==> src/rtl/core/mgp_pkg.sv <==
// Shared types and constants for the masked grid prolongation block.
package mgp_pkg;

   localparam int COORD_W = 7;
   localparam int DATA_W  = 32;
   localparam int REG_W   = 7;
   localparam int SUM_W   = DATA_W + 2;

   localparam logic [REG_W-1:0] COARSE_SIZE_RESET = 7'd32;

   // register select is paddr[2]
   localparam logic REG_COARSE_COLS = 1'b0;
   localparam logic REG_COARSE_ROWS = 1'b1;

   localparam int QUEUE_DEPTH = 2;

   typedef enum logic [1:0] {
      KIND_STORE,
      KIND_INTERP,
      KIND_ZERO,
      KIND_FAULT
   } item_kind_type;

   // Classified item. Interpolation always sums (ra,ca)+(ra,cb)+(rb,ca)+(rb,cb)
   // and shifts by two; copies and pair means repeat a row or column.
   typedef struct packed {
      item_kind_type        kind;
      logic [COORD_W-1:0]   ra;
      logic [COORD_W-1:0]   rb;
      logic [COORD_W-1:0]   ca;
      logic [COORD_W-1:0]   cb;
      logic [DATA_W-1:0]    wdata;
   } queue_entry_type;

endpackage

==> src/rtl/core/mgp_queue.sv <==
// Two-entry item queue between front and back.
module mgp_queue
   import mgp_pkg::*;
(
   input  logic             clock,
   input  logic             reset,
   input  logic             push,
   input  queue_entry_type  push_entry,
   output logic             full,
   output logic             pop_valid,
   output queue_entry_type  pop_entry
);

   localparam int CNT_W = $clog2(QUEUE_DEPTH + 1);
   localparam int PTR_W = $clog2(QUEUE_DEPTH);

   queue_entry_type  slot_ff [QUEUE_DEPTH];
   logic [PTR_W-1:0] wptr_ff, wptr_in;
   logic [PTR_W-1:0] rptr_ff, rptr_in;
   logic [CNT_W-1:0] count_ff, count_in;

   // back end never stalls, so every held item leaves the next cycle
   assign pop_valid = (count_ff != '0);
   assign pop_entry = slot_ff[rptr_ff];
   assign full      = (count_ff == CNT_W'(QUEUE_DEPTH));

   always_comb begin
      wptr_in  = push ? PTR_W'(wptr_ff + 1'b1) : wptr_ff;
      rptr_in  = pop_valid ? PTR_W'(rptr_ff + 1'b1) : rptr_ff;
      count_in = CNT_W'(count_ff + CNT_W'(push) - CNT_W'(pop_valid));
   end

   always_ff @(posedge clock) begin
      if (reset) begin
         wptr_ff  <= '0;
         rptr_ff  <= '0;
         count_ff <= '0;
      end else begin
         wptr_ff  <= wptr_in;
         rptr_ff  <= rptr_in;
         count_ff <= count_in;
      end
   end

   always_ff @(posedge clock) begin
      if (push) slot_ff[wptr_ff] <= push_entry;
   end

endmodule

==> config.mk <==
export PLATFORM = sky130hd
export DESIGN_NAME = mgp_queue
export DESIGN_NICKNAME = d
export VERILOG_FILES = /design/src/rtl/core/mgp_pkg.sv /design/src/rtl/core/mgp_queue.sv
export SDC_FILE = /design/constraint.sdc
export NUM_CORES = 1
export LEC_CHECK = 0
export ABC_AREA = 1
export BUFFER_PORTS_ARGS = -buffer_cell sky130_fd_sc_hd__buf_4
export CAP_MARGIN = 30
export CORE_ASPECT_RATIO = 1.25
export CORE_MARGIN = 3
export CORE_UTILIZATION = 40
export DETAILED_ROUTE_END_ITERATION = 8
export GPL_ROUTABILITY_DRIVEN = 0
export PLACE_DENSITY = 0.67
export SYNTH_ARGS = -nofsm -noshare
export SYNTH_HDL_FRONTEND = slang
export SYNTH_SLANG_ARGS = --single-unit
==> constraint.sdc <==
create_clock -name clock -period 4.6 [get_ports clock]
set_clock_uncertainty 0.2 [all_clocks]
set_input_delay 0.69 -clock clock [delete_from_list [all_inputs] [get_ports clock]]
set_output_delay 0.69 -clock clock [all_outputs]
set_load 0.05 [all_outputs]
# Yosys cells after proc, flatten, opt, wreduce, memory -nomap -nowiden
# Memory sizes are Yosys's and may differ from the RTL's. A register that Yosys moved wholly into a read port is not among the register bits.
# Index checks and enable logic that the tools add are counted.
dict set report totals {
  register_bits 4
  latchBits 0
  ramBits 124
  mem_bits_ro 0
  input_bits 65
  output_inout_bits 64
  wordCells 14
  memories 1
}
# memory words word_bits rd rd_clocked_by_memory_dff write_ports line_no
set memory_table {}
lappend memory_table {slot_ff 2 62 1 1 1 mgp_queue.sv:17} ;# queue_entry_type slot_ff [QUEUE_DEPTH];
dict set report op_classes {
  addsub 4
  multipliers 0
  n_div 0
  n_lt_le_gt_ge 0
  eq_ne 1
  n_shift 0
  n_mux 4
  bitwise_logic 0
  reduce_logical 1
}
# op count
set ops {}
lappend ops {{$mux W1} 4}
lappend ops {{$add A1 B1 Y1 const B} 2}
lappend ops {{$add A2 B1 Y2} 1}
lappend ops {{$eq A2 B2 Y1 const B} 1}
lappend ops {{$reduce_bool A2 Y1} 1}
lappend ops {{$sub A2 B1 Y2} 1}

# Longest topological paths before layout
dict set report logic_depth {
  word_depth 3
  depth_mapped 6
  ltp_nobuf 6
}

# Worst setup path before layout
# Ideal clock, no wire load.
dict set report synth_timing {
  kind {input port to flip-flop}
  startpoint {in push}
  endpoint {mem slot_ff[0][0] (netlist name) (enable)}
  setup_time_ps 484
  arrival_time_ps 3331
  required_time_ps 3916
  path_slack_ps 586
  cell_stages 2
  n_path_buf 0
  path_cell_list {inv_1 -> nor2_1}
}
dict set report synth_via {
  elab_chain_cells 2
}
# element line_no
set synth_lines {}
lappend synth_lines {{start: declaration} mgp_queue.sv:7} ;# input logic push,
lappend synth_lines {{$mux W1} mgp_queue.sv:46} ;# if (push) slot_ff[wptr_ff] <= push_entry;
lappend synth_lines {{$mux W1 (implied by the code)} mgp_queue.sv:46}
lappend synth_lines {{end: declaration} mgp_queue.sv:17}
# Every way passes these cells.

==> reports/qor.txt <==
Min-Delay Path Class -> input pin to flip-flop
Max-slew headroom -> 45.1%
Fin Setup TNS -> 0 ps
worst reg2reg setup slack -> 2530 ps
Fin. Hold Viols -> 0
DP Cell Count -> 634
Avg Vias per Cell -> 4.25
Sink Count -> 129
Sw Pwr -> 751 uW
status -> finished, final reports clean
syn_nets -> 419
mean area per synthesized cell -> 13.6 um^2
Rows -> 44
Worst Hold End -> count_ff[0]$_SDFF_PP0_
Vias -> 2828
worst-skew pair later-pin latency -> 390 ps
WS Path Type -> flip-flop to primary output
cts repair resizes -> 0
Synth Warn # -> 0
post-CTS setup buffers -> 0
cts-stage hold buffer count -> 0
critical path endpoint category -> primary output
Final Non-Filler Cells -> 666
clock buffer depth -> 2
max-slew violation count -> 0
clock share of power -> 40.1%
synth-to-layout area growth -> 35.1%
Layout fillers -> 993
vias in the first global route -> 2806
startpoint types -> flip-flop
synthesized cell area -> 4810 um^2
GRT met2 Usage -> 22.3%
first-pass GRT wire length -> 13900 um
largest net degree at the start of global routing -> 77
FMAX -> 371 MHz
Seq cells post-synth -> 129
RR Startpoint -> wptr_ff$_SDFFE_PP0P_
grt total ovfl -> 0
layout cell share with drive strength beyond 1 -> 31.9%
drt pass-1 iters -> 4
DP HPWL -> 5990 um
combinational fraction of design power -> 14.2%
Die Span Y -> 129 um
CP required -> 3710 ps
GRT busiest layer -> met2
CTS Buf Count -> 17
Int Pwr -> 2270 uW
die width -> 104 um
R2R cell count -> 2
Yosys cell types -> 14
final worst path period share -> 58.6%
Top-Level Pins -> 129
TritonCTS clock tree -> done
Layout Nets -> 558
Net Sw Frac -> 24.9%
Hold Crit Start -> reset
Clock Tree Root -> clkbuf_16
Leak -> 0.00268 uW
hold slack -> 260 ps
# diodes -> 0
Cells after Synth -> 353
Max IR drop VDD -> 294 uV
H-tree depth -> 4
Power Dens Cells -> 465 nW/um^2
CORE AREA -> 11700 um^2
initial core utilization -> 41.2%
# setup viols final -> 0
Crit path arrival time -> 1810 ps
met1 usage -> 15.7%
Worst-path clk slew -> 50 ps
drt wl/cell -> 13.2 um
fin crit period -> 2700 ps
fin area -> 6490 um^2
Port Buffers -> 128
antenna violations before repair -> 0
hold path cells -> 2
antenna-violating nets left -> 0
# Max-Cap Violations -> 0
RSZ-0062 raised after global routing -> false
initial drt markers -> 136
final wirelength -> 8810 um
DRC Markers -> 0
Worst Path Max Fanout -> 76
Die ar. -> 13400 um^2
all-layer global routing usage -> 13.7%
Seq pwr share -> 45.7%
met3 Use GR -> 6.42%
post-place instance area -> 5950 um^2
r2r endpoint -> slot_ff[0][5]$_DFFE_PP_
sequential-to-total area share from yosys stat -> 79.5%
worst slew pin tran -> 821 ps
==> how the worst max path moves through the flow <==
stage / from / to / slack, ps
5_1_grt: flip-flop / pop_entry[21] / 1710
2_1_floorplan: push / slot_ff[0][0]$_DFFE_PP_ / 590
3_3_place_gp: push / slot_ff[1][50]$_DFFE_PP_ / 2020
4_1_cts: flip-flop / pop_entry[21] / 1830
3_5_place_dp: push / slot_ff[0][4]$_DFFE_PP_ / 2000
6_report: flip-flop / pop_entry[21] / 1900
==> per-stage QoR <==
stage	total power, uW	worst slack (ps)	util (%)
6_report	3020	1900	55.6
5_1_grt	3140	1710	55.6
4_1_cts	3050	1830	55.6
3_5_place_dp	1840	2000	51.0
3_3_place_gp	1830	2020	50.6
2_1_floorplan	1680	586	-
==> per-layer routing <==
metal	part of all wire, %	routed length, um
met5	0	0
met3	8.2	719
met2	50	4380
met1	41	3650
met4	0.72	63
==> area by class of cell <==
class	count	area (um^2)	share of cell area, %
Sequential cell	129	3830	58.9
Clock buffer	26	489	7.53
Clock inverter	6	56.3	0.867
Timing Repair Buffer	133	1030	15.9
Tap cell	161	201	3.10
Inverter	69	259	3.99
Multi-Input combinational cell	142	631	9.71
==> synthesized netlist by cell type, drive strengths merged <==
cell    count  area, um^2
dfxtp       5         100
nor3        1        5.00
ha          1        12.5
o21ai      62         310
clkbuf      5        18.8
inv        69         259
nand3       1        5.00
nor2       10        37.5
a21oi       1        5.00
nand2      66         248
edfxtp    124        3720
buf         8        83.8
==> critical path, cell delays in order (launching register included) <==
cell	delay (ps)
dfxtp_4	630
buf_16	290
nand2_1	70
o21ai_0	140
buf_4	260
==> placed cells by master (no fill, tap or decap), types with 3 or more instances in the layout <==
cell,netlist,layout
clkbuf_16,0,17
dfxtp_1,5,4
edfxtp_1,124,124
inv_1,69,68
o21ai_1,11,11
o21ai_0,51,51
clkinv_2,0,3
clkbuf_1,5,6
nand2_1,66,66
clkbuf_8,0,3
buf_4,0,131
nor2_1,10,9
==> power by group through the flow <==
| stage | sequential [uW] | combinational (uW) | clock, uW |
|---|---|---|---|
| 3_5_place_dp | 1400 | 434 | 0 |
| 5_1_grt | 1390 | 457 | 1300 |
| 4_1_cts | 1380 | 435 | 1240 |
| 3_3_place_gp | 1410 | 413 | 0 |
| 2_1_floorplan | 1400 | 279 | 0 |
| 6_report | 1380 | 429 | 1210 |
==> sequential cells by signal, indices dropped and copies added (netlist names), named ones only <==
name	cells
count_ff	2
rptr_ff	1
slot_ff	124
wptr_ff	1
==> kinds of logic after synthesis <==
group	count (synthesis)	share of synthesized area, %
buffers and inverters	82	7.52
AO/OA/AOI/OAI	63	6.56
adder cells (fa/ha/maj)	1	0.260
flip-flops	129	79.5
AND/OR/NAND/NOR	78	6.14
(Power assumes the default switching activity.)
