### config.mk
export PLATFORM = sky130hd
export DESIGN_NAME = mgp_front
export DESIGN_NICKNAME = d
export VERILOG_FILES = /design/src/rtl/core/mgp_pkg.sv /design/src/rtl/core/mgp_front.sv
export SDC_FILE = /design/constraint.sdc
export NUM_CORES = 1
export LEC_CHECK = 0
export BUFFER_PORTS_ARGS = -buffer_cell sky130_fd_sc_hd__buf_2
export CORE_MARGIN = 2
export CORE_UTILIZATION = 49
export DETAILED_ROUTE_END_ITERATION = 8
export PLACE_DENSITY_LB_ADDON = 0.12
export SLEW_MARGIN = 20
export SYNTH_ARGS = -nofsm -noshare
export SYNTH_HDL_FRONTEND = slang
export SYNTH_SLANG_ARGS = --single-unit
### constraint.sdc
create_clock -name clock -period 5.9 [get_ports clock]
set_input_delay 0.59 -clock clock [delete_from_list [all_inputs] [get_ports clock]]
set_output_delay 0.59 -clock clock [all_outputs]
set_load 0.01 [all_outputs]
### src/rtl/core/mgp_pkg.sv
// Shared types and constants for the masked grid prolongation block.
package mgp_pkg;

   localparam int COORD_W = 7;
   localparam int DATA_W  = 32;
   localparam int REG_W   = 7;
   localparam int SUM_W   = DATA_W + 2;

   localparam logic [REG_W-1:0] COARSE_SIZE_RESET = 7'd32;

   // register select is paddr[2]
   localparam logic REG_COARSE_COLS = 1'b0;
   localparam logic REG_COARSE_ROWS = 1'b1;

   localparam int QUEUE_DEPTH = 2;

   typedef enum logic [1:0] {
      KIND_STORE,
      KIND_INTERP,
      KIND_ZERO,
      KIND_FAULT
   } item_kind_type;

   // Classified item. Interpolation always sums (ra,ca)+(ra,cb)+(rb,ca)+(rb,cb)
   // and shifts by two; copies and pair means repeat a row or column.
   typedef struct packed {
      item_kind_type        kind;
      logic [COORD_W-1:0]   ra;
      logic [COORD_W-1:0]   rb;
      logic [COORD_W-1:0]   ca;
      logic [COORD_W-1:0]   cb;
      logic [DATA_W-1:0]    wdata;
   } queue_entry_type;

endpackage

### src/rtl/core/mgp_front.sv
// Front end: config registers, item accept and classification.
module mgp_front
   import mgp_pkg::*;
#(
   parameter int MAX_COARSE = 64
) (
   input  logic                      clock,
   input  logic                      reset,
   input  logic                      start,
   input  logic                      queue_full,
   input  logic                      req_func,
   input  logic [COORD_W-1:0]        req_row,
   input  logic [COORD_W-1:0]        req_col,
   input  logic signed [DATA_W-1:0]  req_coarse_value,
   input  logic                      req_point_active,
   input  logic                      psel,
   input  logic                      penable,
   input  logic                      pwrite,
   input  logic [2:0]                paddr,
   input  logic [31:0]               pwdata,
   output logic [31:0]               prdata,
   output logic                      push,
   output queue_entry_type           push_entry
);

   localparam logic [8:0] MAX_SIZE = 9'(MAX_COARSE);

   logic [REG_W-1:0]   cols_ff, cols_in;
   logic [REG_W-1:0]   rows_ff, rows_in;
   logic [REG_W-1:0]   nc, nr;
   logic [REG_W:0]     twice_nc, twice_nr;
   logic [REG_W:0]     row_w, col_w;
   logic               csr_write;
   logic               last_row, last_col, even_row, even_col;
   logic [COORD_W-1:0] r0, c0, r1, c1, nr_last, nc_last;

   assign csr_write = psel && penable && pwrite;

   always_comb begin
      cols_in = cols_ff;
      rows_in = rows_ff;
      if (csr_write) begin
         unique case (paddr[2])
            REG_COARSE_COLS: cols_in = pwdata[REG_W-1:0];
            REG_COARSE_ROWS: rows_in = pwdata[REG_W-1:0];
            default:         cols_in = cols_ff;
         endcase
      end
   end

   always_ff @(posedge clock) begin
      if (reset) begin
         cols_ff <= COARSE_SIZE_RESET;
         rows_ff <= COARSE_SIZE_RESET;
      end else begin
         cols_ff <= cols_in;
         rows_ff <= rows_in;
      end
   end

   assign prdata = (paddr[2] == REG_COARSE_ROWS) ? {25'd0, rows_ff} : {25'd0, cols_ff};

   // zero acts as one, anything above the grid acts as the grid size
   always_comb begin
      nc = cols_ff;
      nr = rows_ff;
      if (cols_ff == '0) nc = 7'd1;
      else if ({2'b00, cols_ff} > MAX_SIZE) nc = MAX_SIZE[REG_W-1:0];
      if (rows_ff == '0) nr = 7'd1;
      else if ({2'b00, rows_ff} > MAX_SIZE) nr = MAX_SIZE[REG_W-1:0];
   end

   assign twice_nc = {nc, 1'b0};
   assign twice_nr = {nr, 1'b0};
   assign row_w    = {1'b0, req_row};
   assign col_w    = {1'b0, req_col};
   assign last_row = (row_w == twice_nr - 8'd1);
   assign last_col = (col_w == twice_nc - 8'd1);
   assign even_row = ~req_row[0];
   assign even_col = ~req_col[0];
   assign r0       = {1'b0, req_row[COORD_W-1:1]};
   assign c0       = {1'b0, req_col[COORD_W-1:1]};
   assign r1       = r0 + 7'd1;
   assign c1       = c0 + 7'd1;
   assign nr_last  = nr - 7'd1;
   assign nc_last  = nc - 7'd1;

   always_comb begin
      push_entry       = '0;
      push_entry.wdata = req_coarse_value;
      push_entry.kind  = KIND_FAULT;
      if (!req_func) begin
         if (req_row < nr && req_col < nc) begin
            push_entry.kind = KIND_STORE;
            push_entry.ra   = req_row;
            push_entry.rb   = req_row;
            push_entry.ca   = req_col;
            push_entry.cb   = req_col;
         end
      end else if (row_w < twice_nr && col_w < twice_nc) begin
         push_entry.kind = KIND_INTERP;
         priority if (even_row && even_col) begin
            push_entry.ra = r0;
            push_entry.rb = r0;
            push_entry.ca = c0;
            push_entry.cb = c0;
         end else if (!req_point_active) begin
            push_entry.kind = KIND_ZERO;
         end else if (last_row) begin
            push_entry.ra = nr_last;
            push_entry.rb = nr_last;
            if (even_col || last_col) begin
               push_entry.ca = last_col ? nc_last : c0;
               push_entry.cb = last_col ? nc_last : c0;
            end else begin
               push_entry.ca = c0;
               push_entry.cb = c1;
            end
         end else if (even_row) begin
            push_entry.ra = r0;
            push_entry.rb = r0;
            push_entry.ca = last_col ? nc_last : c0;
            push_entry.cb = last_col ? nc_last : c1;
         end else if (even_col || last_col) begin
            push_entry.ra = r0;
            push_entry.rb = r1;
            push_entry.ca = last_col ? nc_last : c0;
            push_entry.cb = last_col ? nc_last : c0;
         end else begin
            push_entry.ra = r0;
            push_entry.rb = r1;
            push_entry.ca = c0;
            push_entry.cb = c1;
         end
      end
   end

   assign push = start && !queue_full;

endmodule

==> After elaboration in Yosys (flattened, before gate mapping) <==
Cells that the tools add are included.
{ "totals": {"reg_bits": 14, "latchBits": 0, "ramBits": 0, "rom_bits": 0, "in_bits": 90, "out_inout_bits": 95, "word_cells": 49, "n_memories": 0} }
{ "op_classes": {"n_addsub": 6, "n_mul": 0, "div": 0, "n_lt_le_gt_ge": 6, "eq_ne": 2, "shifts": 0, "mux": 18, "n_bitwise": 3, "reduce_logical": 12} }
{ "op_table": {"columns": ["operator", "count"], "rows": [
  ["$mux W30", 3],
  ["$mux W28", 3],
  ["$mux W7", 7],
  ["$mux W14", 2],
  ["$mux W21", 1],
  ["$eq A7 B8 Y1", 2],
  ["$lt A7 B8 Y1", 2],
  ["$sub A8 B1 Y8 const B", 2],
  ["$add A6 B1 Y7 const B", 2],
  ["$gt A7 B7 Y1 const B", 2],
  ["$logic_not A7 Y1", 2],
  ["$lt A7 B7 Y1", 2],
  ["$sub A7 B1 Y7 const B", 2],
  ["$logic_and A1 B1 Y1", 6],
  ["$mux W2", 2],
  ["$reduce_and A2 Y1", 2],
  ["$not A1 Y1", 3],
  ["$logic_not A1 Y1", 1],
  ["$logic_or A1 B1 Y1", 1]
]} }

==> Depth between registers and ports, before layout <==
{ "logic_depth": {"word_depth": 13, "depth_mapped": 14, "mapped_depth_nobuf": 11} }

==> Least setup slack after synthesis <==
OpenSTA, ideal clock, no wires.
{ "synth_timing": {"path_kind": "reg-to-output", "start": "register cols_ff[3]", "end": "output push_entry[34] (netlist bit)", "arrival_time_ns": 2.993, "required_ns": 5.310, "setup_slack_ns": 2.317, "stages_incl_launch_ff": 15, "path_buffers": 4, "path_cell_list": "dfxtp_1 clkbuf_1 nor3_1 a21oi_1 or2_2 clkbuf_1 ha_1 buf_2 or4b_1 o211ai_2 xnor2_1 and4_1 buf_6 mux2_4 o31ai_2"} }
{ "synth_rtl": {"columns": ["element", "line_no", "text"], "rows": [
  ["start: declaration", "mgp_front.sv:28", "logic [REG_W-1:0] cols_ff, cols_in;"],
  ["start signal: assignment", "mgp_front.sv:56", "cols_ff <= cols_in;"],
  ["end: declaration", "mgp_front.sv:23", "output queue_entry_type push_entry"]
]} }

==> results.md <==
* I/O pin count at 185
* CTS H-tree lvls at 1
* Initial DRC Count at about 130
* Fin. Hold Viols at 0
* Most instantiated cells after synthesis: buf_4 (57), nand2_1 (41), nor2_1 (31)
* R2R depth at 2
* Die Span Y at ~83 µm
* RSZ-0062 raised after global routing: false
* Slowest-stage cell, CP: dfxtp_1
* Global route overflow at 0
* Maximum VDD drop at around 0.14 mV
* Layout Skew at 0 ns
* Pwr/cell area at approximately 120 mW/mm²
* Fin nets at approximately 560
* Largest net degree at the start of global routing at 16
* Yosys top cell area share at 13.8%
* Tightest Pin Transition at just over 0.9 ns
* Initial antenna violation count at 0
* Rows at 28
* Setup bufs post-CTS at 0
* Clock transition at path regs at approximately 0.060 ns
* First-pass GRT wire length at 13000 µm
* CP arrival at about 3.6 ns
* Startpoint Class: flop
* Vias post-DR at 2989
* Met2 WL post-DR at 3700 µm
* Async S/R FF share, synth at 0%
* Clock sink count at 14
* Final Slew Violations at 0
* Leak pwr at between 1.5 and 2 nW
* FF+latch count, synth at 14
* Required @ worst endpoint at about 5.3 ns
* Synthesized-area fraction occupied by adder cells at between 10% and 20%
* Vias in the first global route at around 2800
* CTS Buf Count at 3
* Hold Crit Class: flop to flop
* Maxcap violations at 0
* Ant diodes at 0
* Synth Area in Simple Gates at between 20% and 30%
* Ys flop type: dfxtp_1
* Largest family of logic cells by synthesized area: simple AND/OR/NAND/NOR gates
* Fin crit period at 4.21 ns
* CP cell instances: clkinv_1 > nand2_1 > ha_1 > or4b_1 > o211ai_2 > xnor2_1 > and4_1 > mux2_4 > o31ai_2 > buf_2
* CTS resizes at 0
* Status: complete, no violations
* Fmax at ~240 MHz
* Post-synthesis xor/xnor area fraction at about 4.2%
* Quantity of hold-fixing buffers added after cts at 0
* Post-synth cell types at 70
* Setup violators final at 0
* Slew HR at 38.3%
* Final setup TNS at 0 ns
* DRT Pass-1 Iters at 4
* Ys Warns at 0
* Placeable Area at around 0.006 mm²
* Initial Util at between 50% and 60%
* Die width at 83.5 µm
* Hold Crit Depth at 2
* Total chip power at between 0.3 and 0.4 mW
* Top sig layer: met4
* Worst stage delay on the critical path at 0.60 ns
* Tot GR Track Use at 21.8%
* M1 wire length at 3580 µm
* Post-Route WL at a little under 8000 µm
* Fraction of layout cells with a size suffix above 1 at about a fifth
* Remaining antenna violation count at 0
* CP endpoint kind: output pin
* RD Place Congestion at a little over 0.9
* Area grow syn2layout at 1.41%
* Cell taking the most area after synthesis: buf_4
* Mux contribution to synthesized area at about 8.5%
* # port buffers at 68
* Most frequent cell after synthesis: buf_4
* Syn Area/Cell at 7.34 µm²
* Synth area leaders: buf_4 (14%), ha_1 (11%), dfxtp_1 (9.1%)
* Syn Std Cell Area at between 0.003 and 0.004 mm²
* Die area at 0.00697 mm²
* WS Path Type: flop to output pin
* Number of fill cells at ~650
* Worst-Skew Late Latency at approximately 0.24 ns
* Post-route DRC at 0
* Tcrit/Tclk final at about 71%
* TritonCTS clock tree: done
* Metal3 WL at approximately 500 µm
* Clk Tree Root Cell: clkbuf_8
* Bufs on Longest Clock Path at 2
* WL/cell at approximately 16 µm
* Number of synthesized flops with an enable pin at 0
* Post-DP HPWL at 6220 µm
* Sequential share of the synthesized area at a little under a tenth
* Vias/cell at between 5 and 6
* Mapped Cells at 422
* CP Max Fanout at 15
* Post-synthesis compound-gate area fraction at 21.5%
path summary, 6_finish.rpt:
check	startpoint	to	slack (ns)
setup / recovery	cols_ff[6]	push_entry[34]	1.69
hold / removal	rows_ff[0]	rows_ff[0]	0.53
setup reg to reg	cols_ff[5]	cols_ff[5]	4.97
hold reg to reg	rows_ff[0]	rows_ff[0]	0.53
flip-flops by register name, summed over array words and instances, names as in the netlist:
register / cells
rows_ff: 7
cols_ff: 7
cell usage in the layout, fill, tap and decap left out, types with 8 or more instances in the layout:
master / netlist / routed
buf_2: 5 / 68
nand2_1: 41 / 41
nor2_1: 31 / 31
ha_1: 28 / 28
conb_1: 1 / 25
mux2i_1: 17 / 17
a21oi_1: 16 / 16
dfxtp_1: 14 / 14
nor3_1: 12 / 12
nand3_1: 12 / 12
inv_1: 11 / 11
nand4_1: 11 / 11
o21ai_0: 10 / 10
xor2_1: 8 / 8
critical path, delay by kind of cell, from the launching register on:
| kind | cells | cell delay [ns] |
|---|---|---|
| fa+ha+maj | 1 | 0.32 |
| xor+xnor | 1 | 0.21 |
| mux | 1 | 0.33 |
| buf+inv | 2 | 0.51 |
| compound gates | 2 | 0.31 |
| flops | 1 | 0.60 |
| simple gates | 3 | 1.08 |
where the power goes:
group	switching [mW]	internal, mW
Clock	0.0322	0.0591
Sequential	0.00504	0.0969
Combinational	0.117	0.0747
Total	0.154	0.231
cell type report:
type | count | area [µm²] | share of cell area (%)
Multi-Input combinational cell | 336 | 2310 | 73.6
Timing Repair Buffer | 70 | 355 | 11.3
Sequential cell | 14 | 280 | 8.93
Tap cell | 75 | 93.8 | 2.99
Clock buffer | 4 | 55.1 | 1.75
Inverter | 12 | 45.0 | 1.43
metal layers:
metal	vias up	GRT usage [%]
li1	1481	-
met1	1383	29.0
met2	105	36.8
met3	20	2.67
met4	0	6.45
met5	-	0
stage by stage:
step,utilization (%),setup slack [ns],area (µm²),hold slack [ns],instances
2_1_floorplan,-,2.32,3190,0.471,446
3_3_place_gp,51.2,2.02,3080,0.513,507
3_5_place_dp,51.2,1.97,3080,0.523,507
4_1_cts,52.1,1.69,3140,0.532,511
5_1_grt,52.1,1.39,3140,0.582,511
6_report,52.1,1.69,3140,0.529,511
cell families after synthesis:
group                    after synthesis
AND/OR/NAND/NOR                      154
other                                  1
XOR/XNOR                              14
buffers and inverters                 96
AO/OA/AOI/OAI                         90
adder cells (fa/ha/maj)               28
multiplexers                          25
flip-flops                            14
Power figures use the tool's default switching activity.
